===== src/hdl/mps_pkg.sv =====
// Shared types and codes for the depth-first maze path search block.
// Used by the top level; no dependencies.
package mps_pkg;

    // Grid coordinate and scan direction
    typedef logic [2:0] t_coord;
    typedef logic [2:0] t_dir;

    // Scan directions in the order they are tried; DIR_END means all are spent
    localparam t_dir DIR_DOWN  = 3'd1;
    localparam t_dir DIR_RIGHT = 3'd2;
    localparam t_dir DIR_LEFT  = 3'd3;
    localparam t_dir DIR_UP    = 3'd4;
    localparam t_dir DIR_END   = 3'd5;

    // Cell marks held in the mark memory
    typedef logic [1:0] t_mark;
    localparam t_mark MARK_OPEN = 2'd0;
    localparam t_mark MARK_WALL = 2'd1;
    localparam t_mark MARK_PATH = 2'd2;
    localparam t_mark MARK_DEAD = 2'd3;

    // One path stack entry: cell and the direction it was entered from
    typedef struct packed {
        t_coord row;
        t_coord col;
        t_dir   dir;
    } t_stack_entry;

    // Configuration register indexes
    localparam logic [1:0] REG_START_ROW = 2'd0;
    localparam logic [1:0] REG_START_COL = 2'd1;
    localparam logic [1:0] REG_EXIT_ROW  = 2'd2;
    localparam logic [1:0] REG_EXIT_COL  = 2'd3;

    // Search sequencer states, one-hot
    typedef enum logic [8:0] {
        S_LOAD   = 9'b000000001,
        S_INIT   = 9'b000000010,
        S_CHECK  = 9'b000000100,
        S_SCAN   = 9'b000001000,
        S_TEST   = 9'b000010000,
        S_POP    = 9'b000100000,
        S_ERD    = 9'b001000000,
        S_EOUT   = 9'b010000000,
        S_NOEXIT = 9'b100000000
    } t_state;

endpackage


===== src/hdl/mps_ram.sv =====
// Generic simple dual-port RAM: one write port, one read port, registered read.
// No dependencies.
module mps_ram #(
    parameter int WIDTH = 8,
    parameter int DEPTH = 64
) (
    input  logic                     i_clk,
    input  logic                     i_we,
    input  logic [$clog2(DEPTH)-1:0] i_waddr,
    input  logic [WIDTH-1:0]         i_wdata,
    input  logic                     i_re,
    input  logic [$clog2(DEPTH)-1:0] i_raddr,
    output logic [WIDTH-1:0]         o_rdata
);

    logic [WIDTH-1:0] r_mem [DEPTH];
    logic [WIDTH-1:0] r_rdata;

    // Write, and register the read word; hold it while no read is issued
    always_ff @(posedge i_clk) begin
        if (i_we) begin
            r_mem[i_waddr] <= i_wdata;
        end
        if (i_re) begin
            r_rdata <= r_mem[i_raddr];
        end
    end

    assign o_rdata = r_rdata;

endmodule


===== src/hdl/maze_path_search_dfs.sv =====
// Depth-first maze path search: grid load, stack-based search, path readout.
// Depends on mps_pkg and mps_ram (mark memory and path stack memory).
// Load: each accepted word in the grid is stored; a word with tlast starts the search.
// Search: push the start, skip off-grid directions, probe neighbour marks (SCAN, TEST),
// backtrack by a stack read (SCAN, POP), check for the exit after each push or pop; the
// readout reads each path word (ERD, EOUT) or sends the no-exit word; m_tready stalls it.
// Reset: synchronous active-low clears control and config; memories are not cleared.
module maze_path_search_dfs #(
    parameter int ROWS = 8,
    parameter int COLS = 8
) (
    input  logic        i_clk,
    input  logic        i_rst_n,
    // input stream
    input  logic        s_tvalid,
    output logic        s_tready,
    input  logic [7:0]  s_tdata,   // [2:0] cell_row, [5:3] cell_col, [6] is_wall, [7] zero
    input  logic        s_tlast,   // start_search
    // output stream
    output logic        m_tvalid,
    input  logic        m_tready,
    output logic [7:0]  m_tdata,   // [2:0] path_row, [5:3] path_col, [7:6] zero
    output logic        m_tuser,   // found
    output logic        m_tlast,   // last
    // configuration port
    input  logic        psel,
    input  logic        penable,
    input  logic        pwrite,
    input  logic [3:0]  paddr,
    input  logic [31:0] pwdata,
    output logic [31:0] prdata,
    output logic        pready
);

    localparam int DEPTH = ROWS * COLS;
    localparam int AW    = $clog2(DEPTH);
    localparam int CW    = $clog2(DEPTH + 1);
    localparam logic [3:0] ROWS_L = 4'(ROWS);
    localparam logic [3:0] COLS_L = 4'(COLS);
    localparam int SW    = $bits(mps_pkg::t_stack_entry);

    function automatic logic [AW-1:0] cell_addr(input mps_pkg::t_coord r,
                                                input mps_pkg::t_coord c);
        return AW'(int'(r) * COLS + int'(c));
    endfunction

    // Configuration registers
    mps_pkg::t_coord r_start_row, r_start_col, r_exit_row, r_exit_col;

    // Search state
    mps_pkg::t_state r_state, n_state;
    logic [CW-1:0]   r_count, n_count;
    mps_pkg::t_dir   r_nd, n_nd;
    mps_pkg::t_coord r_row, n_row, r_col, n_col;
    mps_pkg::t_dir   r_dir, n_dir;
    mps_pkg::t_coord r_nb_row, n_nb_row, r_nb_col, n_nb_col;
    logic [AW-1:0]   r_eidx, n_eidx;

    // Output register
    logic            r_m_tvalid, n_m_tvalid;
    mps_pkg::t_coord r_o_row, n_o_row, r_o_col, n_o_col;
    logic            r_o_found, n_o_found, r_o_last, n_o_last;

    // Memory ports
    logic                  mark_we, mark_re;
    logic [AW-1:0]         mark_waddr, mark_raddr;
    mps_pkg::t_mark        mark_wdata, mark_rdata;
    logic                  stk_we, stk_re;
    logic [AW-1:0]         stk_waddr, stk_raddr;
    mps_pkg::t_stack_entry stk_wdata, stk_rdata;

    logic            in_acc, out_free, cfg_wr;
    logic            nb_ok;
    mps_pkg::t_coord nb_row, nb_col;
    logic            in_row_ok, in_col_ok;

    mps_ram #(.WIDTH(2), .DEPTH(DEPTH)) u_marks (
        .i_clk   (i_clk),
        .i_we    (mark_we),
        .i_waddr (mark_waddr),
        .i_wdata (mark_wdata),
        .i_re    (mark_re),
        .i_raddr (mark_raddr),
        .o_rdata (mark_rdata)
    );

    mps_ram #(.WIDTH(SW), .DEPTH(DEPTH)) u_stack (
        .i_clk   (i_clk),
        .i_we    (stk_we),
        .i_waddr (stk_waddr),
        .i_wdata (stk_wdata),
        .i_re    (stk_re),
        .i_raddr (stk_raddr),
        .o_rdata (stk_rdata)
    );

    // Handshakes
    assign s_tready = (r_state == mps_pkg::S_LOAD);
    assign in_acc   = s_tvalid && s_tready;
    assign out_free = !r_m_tvalid || m_tready;
    assign cfg_wr   = psel && penable && pwrite;
    assign pready   = 1'b1;

    assign in_row_ok = {1'b0, s_tdata[2:0]} < ROWS_L;
    assign in_col_ok = {1'b0, s_tdata[5:3]} < COLS_L;

    // Configuration writes
    always_ff @(posedge i_clk) begin
        if (!i_rst_n) begin
            r_start_row <= 3'd1;
            r_start_col <= 3'd1;
            r_exit_row  <= 3'd6;
            r_exit_col  <= 3'd6;
        end else if (cfg_wr) begin
            unique case (paddr[3:2])
                mps_pkg::REG_START_ROW: r_start_row <= pwdata[2:0];
                mps_pkg::REG_START_COL: r_start_col <= pwdata[2:0];
                mps_pkg::REG_EXIT_ROW:  r_exit_row  <= pwdata[2:0];
                mps_pkg::REG_EXIT_COL:  r_exit_col  <= pwdata[2:0];
                default: ;
            endcase
        end
    end

    // Register readback
    always_comb begin
        unique case (paddr[3:2])
            mps_pkg::REG_START_ROW: prdata = {29'd0, r_start_row};
            mps_pkg::REG_START_COL: prdata = {29'd0, r_start_col};
            mps_pkg::REG_EXIT_ROW:  prdata = {29'd0, r_exit_row};
            mps_pkg::REG_EXIT_COL:  prdata = {29'd0, r_exit_col};
            default:                prdata = 32'd0;
        endcase
    end

    // Neighbour of the top cell in the current scan direction
    always_comb begin
        nb_row = r_row;
        nb_col = r_col;
        nb_ok  = 1'b0;
        unique case (r_nd)
            mps_pkg::DIR_DOWN: begin
                nb_row = r_row + 3'd1;
                nb_ok  = ({1'b0, r_row} + 4'd1) < ROWS_L;
            end
            mps_pkg::DIR_RIGHT: begin
                nb_col = r_col + 3'd1;
                nb_ok  = ({1'b0, r_col} + 4'd1) < COLS_L;
            end
            mps_pkg::DIR_LEFT: begin
                nb_col = r_col - 3'd1;
                nb_ok  = (r_col != 3'd0);
            end
            mps_pkg::DIR_UP: begin
                nb_row = r_row - 3'd1;
                nb_ok  = (r_row != 3'd0);
            end
            default: nb_ok = 1'b0;
        endcase
    end

    // Search sequencer
    always_comb begin
        n_state    = r_state;
        n_count    = r_count;
        n_nd       = r_nd;
        n_row      = r_row;
        n_col      = r_col;
        n_dir      = r_dir;
        n_nb_row   = r_nb_row;
        n_nb_col   = r_nb_col;
        n_eidx     = r_eidx;
        n_m_tvalid = r_m_tvalid && !m_tready;
        n_o_row    = r_o_row;
        n_o_col    = r_o_col;
        n_o_found  = r_o_found;
        n_o_last   = r_o_last;

        mark_we    = 1'b0;
        mark_waddr = cell_addr(r_row, r_col);
        mark_wdata = mps_pkg::MARK_PATH;
        mark_re    = 1'b0;
        mark_raddr = cell_addr(nb_row, nb_col);
        stk_we     = 1'b0;
        stk_waddr  = r_count[AW-1:0];
        stk_wdata  = '{row: nb_row, col: nb_col, dir: r_nd};
        stk_re     = 1'b0;
        stk_raddr  = r_eidx;

        unique case (r_state)
            mps_pkg::S_LOAD: begin
                // store the loaded cell; tlast starts the search
                if (in_acc) begin
                    mark_we    = in_row_ok && in_col_ok;
                    mark_waddr = cell_addr(s_tdata[2:0], s_tdata[5:3]);
                    mark_wdata = {1'b0, s_tdata[6]};
                    if (s_tlast) begin
                        n_state = mps_pkg::S_INIT;
                    end
                end
            end
            mps_pkg::S_INIT: begin
                // push the start cell whatever its mark; a start off the grid gives no exit
                n_count = '0;
                if (({1'b0, r_start_row} < ROWS_L) && ({1'b0, r_start_col} < COLS_L)) begin
                    mark_we    = 1'b1;
                    mark_waddr = cell_addr(r_start_row, r_start_col);
                    mark_wdata = mps_pkg::MARK_PATH;
                    stk_we     = 1'b1;
                    stk_waddr  = '0;
                    stk_wdata  = '{row: r_start_row, col: r_start_col, dir: mps_pkg::DIR_DOWN};
                    n_count    = CW'(1);
                    n_row      = r_start_row;
                    n_col      = r_start_col;
                    n_dir      = mps_pkg::DIR_DOWN;
                    n_nd       = mps_pkg::DIR_DOWN;
                    n_state    = mps_pkg::S_CHECK;
                end else begin
                    n_state = mps_pkg::S_NOEXIT;
                end
            end
            mps_pkg::S_CHECK: begin
                // stop at the exit and read the path out from the top
                if (r_row == r_exit_row && r_col == r_exit_col) begin
                    n_eidx  = r_count[AW-1:0] - AW'(1);
                    n_state = mps_pkg::S_ERD;
                end else begin
                    n_state = mps_pkg::S_SCAN;
                end
            end
            mps_pkg::S_SCAN: begin
                if (r_nd == mps_pkg::DIR_END) begin
                    // backtrack: mark the top dead and drop it
                    mark_we    = 1'b1;
                    mark_wdata = mps_pkg::MARK_DEAD;
                    n_count    = r_count - CW'(1);
                    if (r_count == CW'(1)) begin
                        n_state = mps_pkg::S_NOEXIT;
                    end else begin
                        n_nd = (r_dir < mps_pkg::DIR_DOWN || r_dir > mps_pkg::DIR_UP)
                             ? mps_pkg::DIR_DOWN : r_dir;
                        stk_re    = 1'b1;
                        stk_raddr = r_count[AW-1:0] - AW'(2);
                        n_state   = mps_pkg::S_POP;
                    end
                end else if (nb_ok) begin
                    // probe the neighbour's mark
                    mark_re  = 1'b1;
                    n_nb_row = nb_row;
                    n_nb_col = nb_col;
                    n_state  = mps_pkg::S_TEST;
                end else begin
                    n_nd = r_nd + 3'd1;
                end
            end
            mps_pkg::S_TEST: begin
                if (mark_rdata == mps_pkg::MARK_OPEN) begin
                    // push the open neighbour
                    mark_we    = 1'b1;
                    mark_waddr = cell_addr(r_nb_row, r_nb_col);
                    mark_wdata = mps_pkg::MARK_PATH;
                    stk_we     = 1'b1;
                    stk_wdata  = '{row: r_nb_row, col: r_nb_col, dir: r_nd};
                    n_count    = r_count + CW'(1);
                    n_row      = r_nb_row;
                    n_col      = r_nb_col;
                    n_dir      = r_nd;
                    n_nd       = mps_pkg::DIR_DOWN;
                    n_state    = mps_pkg::S_CHECK;
                end else begin
                    n_nd    = r_nd + 3'd1;
                    n_state = mps_pkg::S_SCAN;
                end
            end
            mps_pkg::S_POP: begin
                // take the new top from the stack word
                n_row   = stk_rdata.row;
                n_col   = stk_rdata.col;
                n_dir   = stk_rdata.dir;
                n_state = mps_pkg::S_CHECK;
            end
            mps_pkg::S_ERD: begin
                stk_re  = 1'b1;
                n_state = mps_pkg::S_EOUT;
            end
            mps_pkg::S_EOUT: begin
                // hand one path cell to the output register
                if (out_free) begin
                    n_m_tvalid = 1'b1;
                    n_o_row    = stk_rdata.row;
                    n_o_col    = stk_rdata.col;
                    n_o_found  = 1'b1;
                    n_o_last   = (r_eidx == '0);
                    if (r_eidx == '0) begin
                        n_state = mps_pkg::S_LOAD;
                    end else begin
                        n_eidx  = r_eidx - AW'(1);
                        n_state = mps_pkg::S_ERD;
                    end
                end
            end
            mps_pkg::S_NOEXIT: begin
                if (out_free) begin
                    n_m_tvalid = 1'b1;
                    n_o_row    = '0;
                    n_o_col    = '0;
                    n_o_found  = 1'b0;
                    n_o_last   = 1'b1;
                    n_state    = mps_pkg::S_LOAD;
                end
            end
            default: n_state = mps_pkg::S_LOAD;
        endcase
    end

    // Control registers
    always_ff @(posedge i_clk) begin
        if (!i_rst_n) begin
            r_state    <= mps_pkg::S_LOAD;
            r_count    <= '0;
            r_nd       <= '0;
            r_m_tvalid <= 1'b0;
        end else begin
            r_state    <= n_state;
            r_count    <= n_count;
            r_nd       <= n_nd;
            r_m_tvalid <= n_m_tvalid;
        end
    end

    // Payload registers
    always_ff @(posedge i_clk) begin
        r_row     <= n_row;
        r_col     <= n_col;
        r_dir     <= n_dir;
        r_nb_row  <= n_nb_row;
        r_nb_col  <= n_nb_col;
        r_eidx    <= n_eidx;
        r_o_row   <= n_o_row;
        r_o_col   <= n_o_col;
        r_o_found <= n_o_found;
        r_o_last  <= n_o_last;
    end

    assign m_tvalid = r_m_tvalid;
    assign m_tdata  = {2'b00, r_o_col, r_o_row};
    assign m_tuser  = r_o_found;
    assign m_tlast  = r_o_last;

endmodule


===== config.mk =====
export PLATFORM = sky130hd
export DESIGN_NAME = maze_path_search_dfs
export DESIGN_NICKNAME = d
export VERILOG_FILES = /design/src/hdl/mps_pkg.sv /design/src/hdl/mps_ram.sv /design/src/hdl/maze_path_search_dfs.sv
export SDC_FILE = /design/constraint.sdc
export NUM_CORES = 1
export LEC_CHECK = 0
export BUFFER_PORTS_ARGS = -buffer_cell sky130_fd_sc_hd__buf_4
export CAP_MARGIN = 20
export CORE_UTILIZATION = 35
export CTS_CLUSTER_DIAMETER = 60
export DETAILED_ROUTE_END_ITERATION = 7
export PLACE_DENSITY_LB_ADDON = 0.1
export SLEW_MARGIN = 20
export SYNTH_ARGS = -nofsm -noshare
export SYNTH_HDL_FRONTEND = slang
export SYNTH_SLANG_ARGS = --single-unit
export TNS_END_PERCENT = 50

===== constraint.sdc =====
create_clock -name i_clk -period 6.7 [get_ports i_clk]
set_clock_uncertainty 0.2 [all_clocks]
set_input_delay 0.335 -clock i_clk [delete_from_list [all_inputs] [get_ports i_clk]]
set_output_delay 0.335 -clock i_clk [all_outputs]
set_load 0.02 [all_outputs]

# After elaboration in Yosys (flattened, before gate mapping)
# Memory sizes are Yosys's and may differ from the RTL's. A register that Yosys moved wholly into a read port is not among the register bits.
# Cells that the tools add are included.
[word_totals] ram_bits=704 n_memories=2 inputBits=52 out_inout_bits=45 wordCells=177 register_bits=61
[op_classes] magnitude_cmp=4 mux=73 add_sub_neg=17 eq_ne=31 n_reduce_logical=31 n_bitwise=1
[memory_table] memory="u_stack.r_mem" words=64 word_bits=9 read_ports=1 rd_ports_with_merged_regs=1 wr=1 line_no="mps_ram.sv:16" source="logic [WIDTH-1:0] r_mem [DEPTH];"
[memory_table] memory="u_marks.r_mem" words=64 word_bits=2 read_ports=1 rd_ports_with_merged_regs=1 wr=1 line_no="mps_ram.sv:16"
[op_table] op="$pmux 32 s4" count=1
[op_table] op="$mux 9" count=8
[op_table] op="$pmux 9 s8" count=1
[op_table] op="$mux 6" count=9
[op_table] op="$pmux 3 s3" count=4
[op_table] op="$mux 3" count=11
[op_table] op="$add 6x3->6" count=5
[op_table] op="$mux 7" count=4
[op_table] op="$pmux 3 s2" count=4
[op_table] op="$pmux 7 s3" count=1
[op_table] op="$mux 1" count=18
[op_table] op="$pmux 6 s3" count=1
[op_table] op="$pmux 9 s2" count=1
[op_table] op="$ne 2x2->1 const B" count=6
[op_table] op="$pmux 6 s2" count=1
[op_table] op="$reduce_and 3->1" count=4
[op_table] op="$reduce_bool 3->1" count=4
[op_table] op="$sub 6x1->6 const B" count=2
[op_table] op="$reduce_and 2->1" count=5
[op_table] op="$add 3x1->3 const B" count=3
[op_table] op="$eq 9x1->1 const B" count=1
[op_table] op="$eq 9x2->1 const B" count=1
[op_table] op="$eq 9x3->1 const B" count=1
[op_table] op="$eq 9x4->1 const B" count=1
[op_table] op="37 further kinds" count=60

# Logic depth before layout (Yosys ltp)
[logic_depth] ltp_word=6 mapped_depth=14 ltp_nobuf=10

# Cells and area by module
# From an unflattened synthesis, not the netlist that was laid out.
[unflattened] cells_unflattened=1842 area_unflattened_um2=32337.3
[by_module_without_submodules] mod="mps_ram at u_stack" area_each_um2=22684.3 cells_per_inst=1020 instances=1 seq_area_each_um2=17566.8
[by_module_without_submodules] mod="mps_ram at u_marks" area_each_um2=5420.2 cells_per_inst=323 instances=1 seq_area_each_um2=3903.7
[by_module_without_submodules] mod="maze_path_search_dfs" area_each_um2=4232.8 cells_per_inst=499 instances=1 seq_area_each_um2=1511.4

# Least setup slack after synthesis
# Ideal clock, no wire load.
[synth_timing] kind="flip-flop to flip-flop" from="reg r_nd[2]" to="mem u_stack.r_mem[0][5] (netlist name), data pin" slack_ps=1336 n_path_buf=1 setup_time_ps=703 synth_period_minus_slack_ps=5364 stages_incl_launch_ff=9 required_time_ps=5797 arrival_ps=4460 cell_sequence="dfxtp_1 clkinv_1 ha_1 fa_1 xnor2_1 nor2_1 xnor2_1 clkbuf_1 o21ai_0"
[synth_lines] item="start: declaration" line_no="maze_path_search_dfs.sv:53" source="mps_pkg::t_dir r_nd, n_nd;"
[synth_lines] item="start signal: assignment" line_no="maze_path_search_dfs.sv:326" source="r_nd <= n_nd;"
[synth_lines] item="end: declaration" line_no="mps_ram.sv:16"

# Worst setup path in the final report
[layout_timing] from="reg r_nd[1]" to="reg u_stack.r_rdata[1] (netlist: u_stack.o_rdata[1]) (read register of u_stack.r_mem), data pin"
[layout_between] elab_chain_len=3 elab_cells_between_ends=5 cone_classes="eq/ne (1); mux (4)"
[layout_rtl] item="$eq 3x3->1 (*)" line_no="maze_path_search_dfs.sv:232" source="if (r_nd == mps_pkg::DIR_END) begin"
[layout_rtl] item="$mux 1 / $mux 6 (equally long branches)" line_no="maze_path_search_dfs.sv:232"
[layout_rtl] item="$pmux 1 s2 / $mux 6 (equally long branches)" line_no="maze_path_search_dfs.sv:190" source="unique case (r_state)"
[layout_rtl] item="end: declaration" line_no="mps_ram.sv:17" source="logic [WIDTH-1:0] r_rdata;"
# Every way passes the cells marked *; elsewhere a longest branch is shown, timed or not.
# A chain may end at the register's enable or synchronous reset.

==> metrics.txt <==
Worst Hold Class=in -> reg; crit-path max FO=26; P_int=between 0.009 and 0.01 W; die height=between 300 and 400 um; placer congestion estimate=0.8335; Post-synth EDFFs=between 700 and 800; Synth Cell Area=33220 sq um; Initial Utilization=0.3549; Antenna Nets Post-Route=0; Worst-Margin Slew=1105 ps; RR Startpoint=r_nd[1]; DRT Wirelength=96170 um; fillers=slightly below 9000; total clock sinks=between 700 and 800; via count=about 21000; initial antenna violation count=1; Crit Path Class=reg -> reg; Clock Tree Buf Depth=3; CP Data Required Time=6900 ps; Non-Filler Instances=3791; status=finished, final reports clean; top cells by count, synth=edfxtp_1, nand3_1, nor2_1; Worst R2R Path Depth=11; top-count cell post-synth=edfxtp_1; largest net degree at the start of global routing=98; WL per Instance=between 20 and 30 um; Min-Delay Path Depth=5; drt first pass iters=6; Reg power frac=0.478; FFs w/ async S/R, synth=0; port bufs=32; area fraction of the dominant cell type after synthesis=0.6725; placed cells=3604; final max-slew violation count=0; Synth cell types=just over 90; layout cells sized above 1=0.1479; Critical Path Start Type=register; CTS HTree Levels=3; CTS tree=built; Nets=2531; post-synthesis sequential area ratio=0.6918; RSZ-0062 raised after global routing=false; Yosys warning count=0; CTS root buf=clkbuf_16; clock share of power=0.387; Final Hold Fails=0; synthesized flop and latch total=between 700 and 800; placeable core area=roughly 94000 sq um; synth top area cells=edfxtp_1, nand3_1, o21ai_0; min-delay src=psel; synthesized area per cell=roughly 14 sq um; vias per cell=5.507; Final period util=0.7215; most common flop cell mapped by yosys=edfxtp_1; Die W=approximately 310 um; VDD IR-drop max=between 200 and 250 uV; combinational power share=0.136; synth-to-layout area growth=14.84%; Setup-failing EPs final=0; reg2reg end=u_stack.o_rdata[1]; synthesized instance count=roughly 2400; Initial DRC Count=approximately 1700; total track usage=0.2006; largest area contributor in the netlist=edfxtp_1; top achievable clock speed=around 210 MHz; first-pass GRT wire length=141300 um; vias in the first global route=between 20000 and 25000; Net Sw Power=0.003339 W; power per cell area=about 330 nW/um^2; critical path arrival=around 5000 ps; Final min period=between 4000 and 5000 ps; grt ovf=0; row cnt=between 100 and 150; # Max-Cap Violations=0; reg2reg setup slack=~1900 ps; LEAKAGE=around 12 nW; Remaining DRCs=0; Relative slew margins=0.2605; setup TNS=0 ps; Sw Share=0.2691; die area=approximately 96000 sq um; Setup crit end kind=register; cts bufs inserted=between 90 and 100; Hold Crit Endpoint=r_exit_col[0]; post-cts gate resize count=0; clock slew at reported path FFs=about 60 ps; Ports=97; Detailed Place HPWL=58280 um; worst skew pair latency=around 700 ps
==> flip-flops by register name (all words and copies together) (netlist names), 6 cells and up <==
signal and flops:
r_count 7, r_eidx 6, r_state 9, u_marks.r_mem 128, u_stack.o_rdata 9, u_stack.r_mem 576
==> power by group through the flow <==
stage	Combinational (W)	Clock, W	Sequential [W]
after global routing	0.00184	0.00507	0.00593
final	0.00169	0.00480	0.00593
after floorplan	0.00103	0	0.00602
after detailed placement	0.00172	0	0.00603
after CTS	0.00173	0.00489	0.00592
after global placement	0.00168	0	0.00602
==> worst max path at each step <==
| stage | start | endpoint |
|---|---|---|
| global route | r_nd[1] | u_stack.o_rdata[4] |
| CTS | r_nd[1] | u_stack.o_rdata[4] |
| global placement | r_nd[1] | u_stack.o_rdata[4] |
| detailed placement | r_nd[1] | u_stack.o_rdata[4] |
| finish | r_nd[1] | u_stack.o_rdata[1] |
| floorplan | r_nd[2] | u_stack.r_mem[0][5] |
==> final cells by class <==
class                      count  area (sq um)  area share
clock inverter                50         437.9     0.01148
clock buffer                 117          2460     0.06448
sequential                   776         22980      0.6024
timing repair buffer         121         969.7     0.02542
tap                         1254          1569     0.04113
inverter                      20         75.07    0.001968
antenna                        1         2.502  0.00006560
multi-input combinational   1452          9653      0.2530
==> kinds of logic after synthesis <==
family,count (synthesis),synth area share
xor+xnor,22,0.005801
buf+inv,208,0.02908
simple gates,715,0.1035
flops,776,0.6918
fa+ha+maj,14,0.005725
mux,141,0.05725
other cells,2,0.0002261
compound gates,528,0.1066
==> metrics by stage <==
| step | power [W] | hold slack [ps] | worst slack (ps) | area [sq um] | utilization |
|---|---|---|---|---|---|
| finish | 0.01241 | 38.89 | 1866 | 38150 | 0.4075 |
| global route | 0.01284 | 78.63 | 1607 | 38150 | 0.4075 |
| CTS | 0.01254 | 9.974 | 1860 | 38130 | 0.4073 |
| detailed placement | 0.007744 | 310.0 | 1856 | 35050 | 0.3744 |
| global placement | 0.007699 | 312.6 | 1942 | 35030 | 0.3742 |
| floorplan | 0.007053 | 256.7 | 1336 | 33330 | - |
==> critical path, cell delays in order, from the launching register on <==
cell and delay, ps:
dfxtp_1 340, inv_1 160, ha_1 330, nand2_1 270, a31o_2 420, nor2_2 610
mux2i_4 660, buf_4 460, a21oi_1 80, a2111o_1 420, a22oi_1 400, nand4_1 170
==> per-layer routing <==
layer | global-route usage | share of wire | vias to the layer above
met1 | 0.2696 | 0.44 | 10720
met3 | 0.02724 | 0.043 | 161
met4 | 0.06816 | 0.031 | 0
met5 | 0 | 0 | -
met2 | 0.3335 | 0.49 | 558
li1 | - | - | 9440
==> layout by cell type, fill, tap and decap left out, types with 9 or more instances in the layout <==
master	Yosys	routed
o21ai_0	178	176
a21oi_1	111	108
dlygate4sd3_1	0	18
clkbuf_16	0	95
a32oi_1	12	12
and2_1	12	12
a211oi_1	12	12
o2111ai_1	9	9
o221a_2	17	17
clkinv_1	2	18
dfxtp_1	32	32
clkbuf_1	122	22
edfxtp_1	744	744
mux2_2	25	25
nand3_1	224	222
ha_1	12	12
a21boi_0	19	19
nand4_1	32	32
a31oi_1	13	11
mux2i_1	76	74
conb_1	2	32
inv_1	18	18
a2111o_1	19	19
clkinv_2	0	12
nor3_1	14	13
mux4_2	35	35
a22oi_1	17	17
nand2_1	160	158
nor2_1	184	175
a21o_1	20	20
buf_4	36	101
nor2b_1	9	9
and3_1	26	26
xnor2_1	13	11
o221ai_1	20	20
==> what timing repair did <==
item / in CTS / in global routing
buffers inserted: 0 / 0
hold endpoints to repair: 22 / 0
hold buffers: 18 / 0
(Power assumes the default switching activity.)
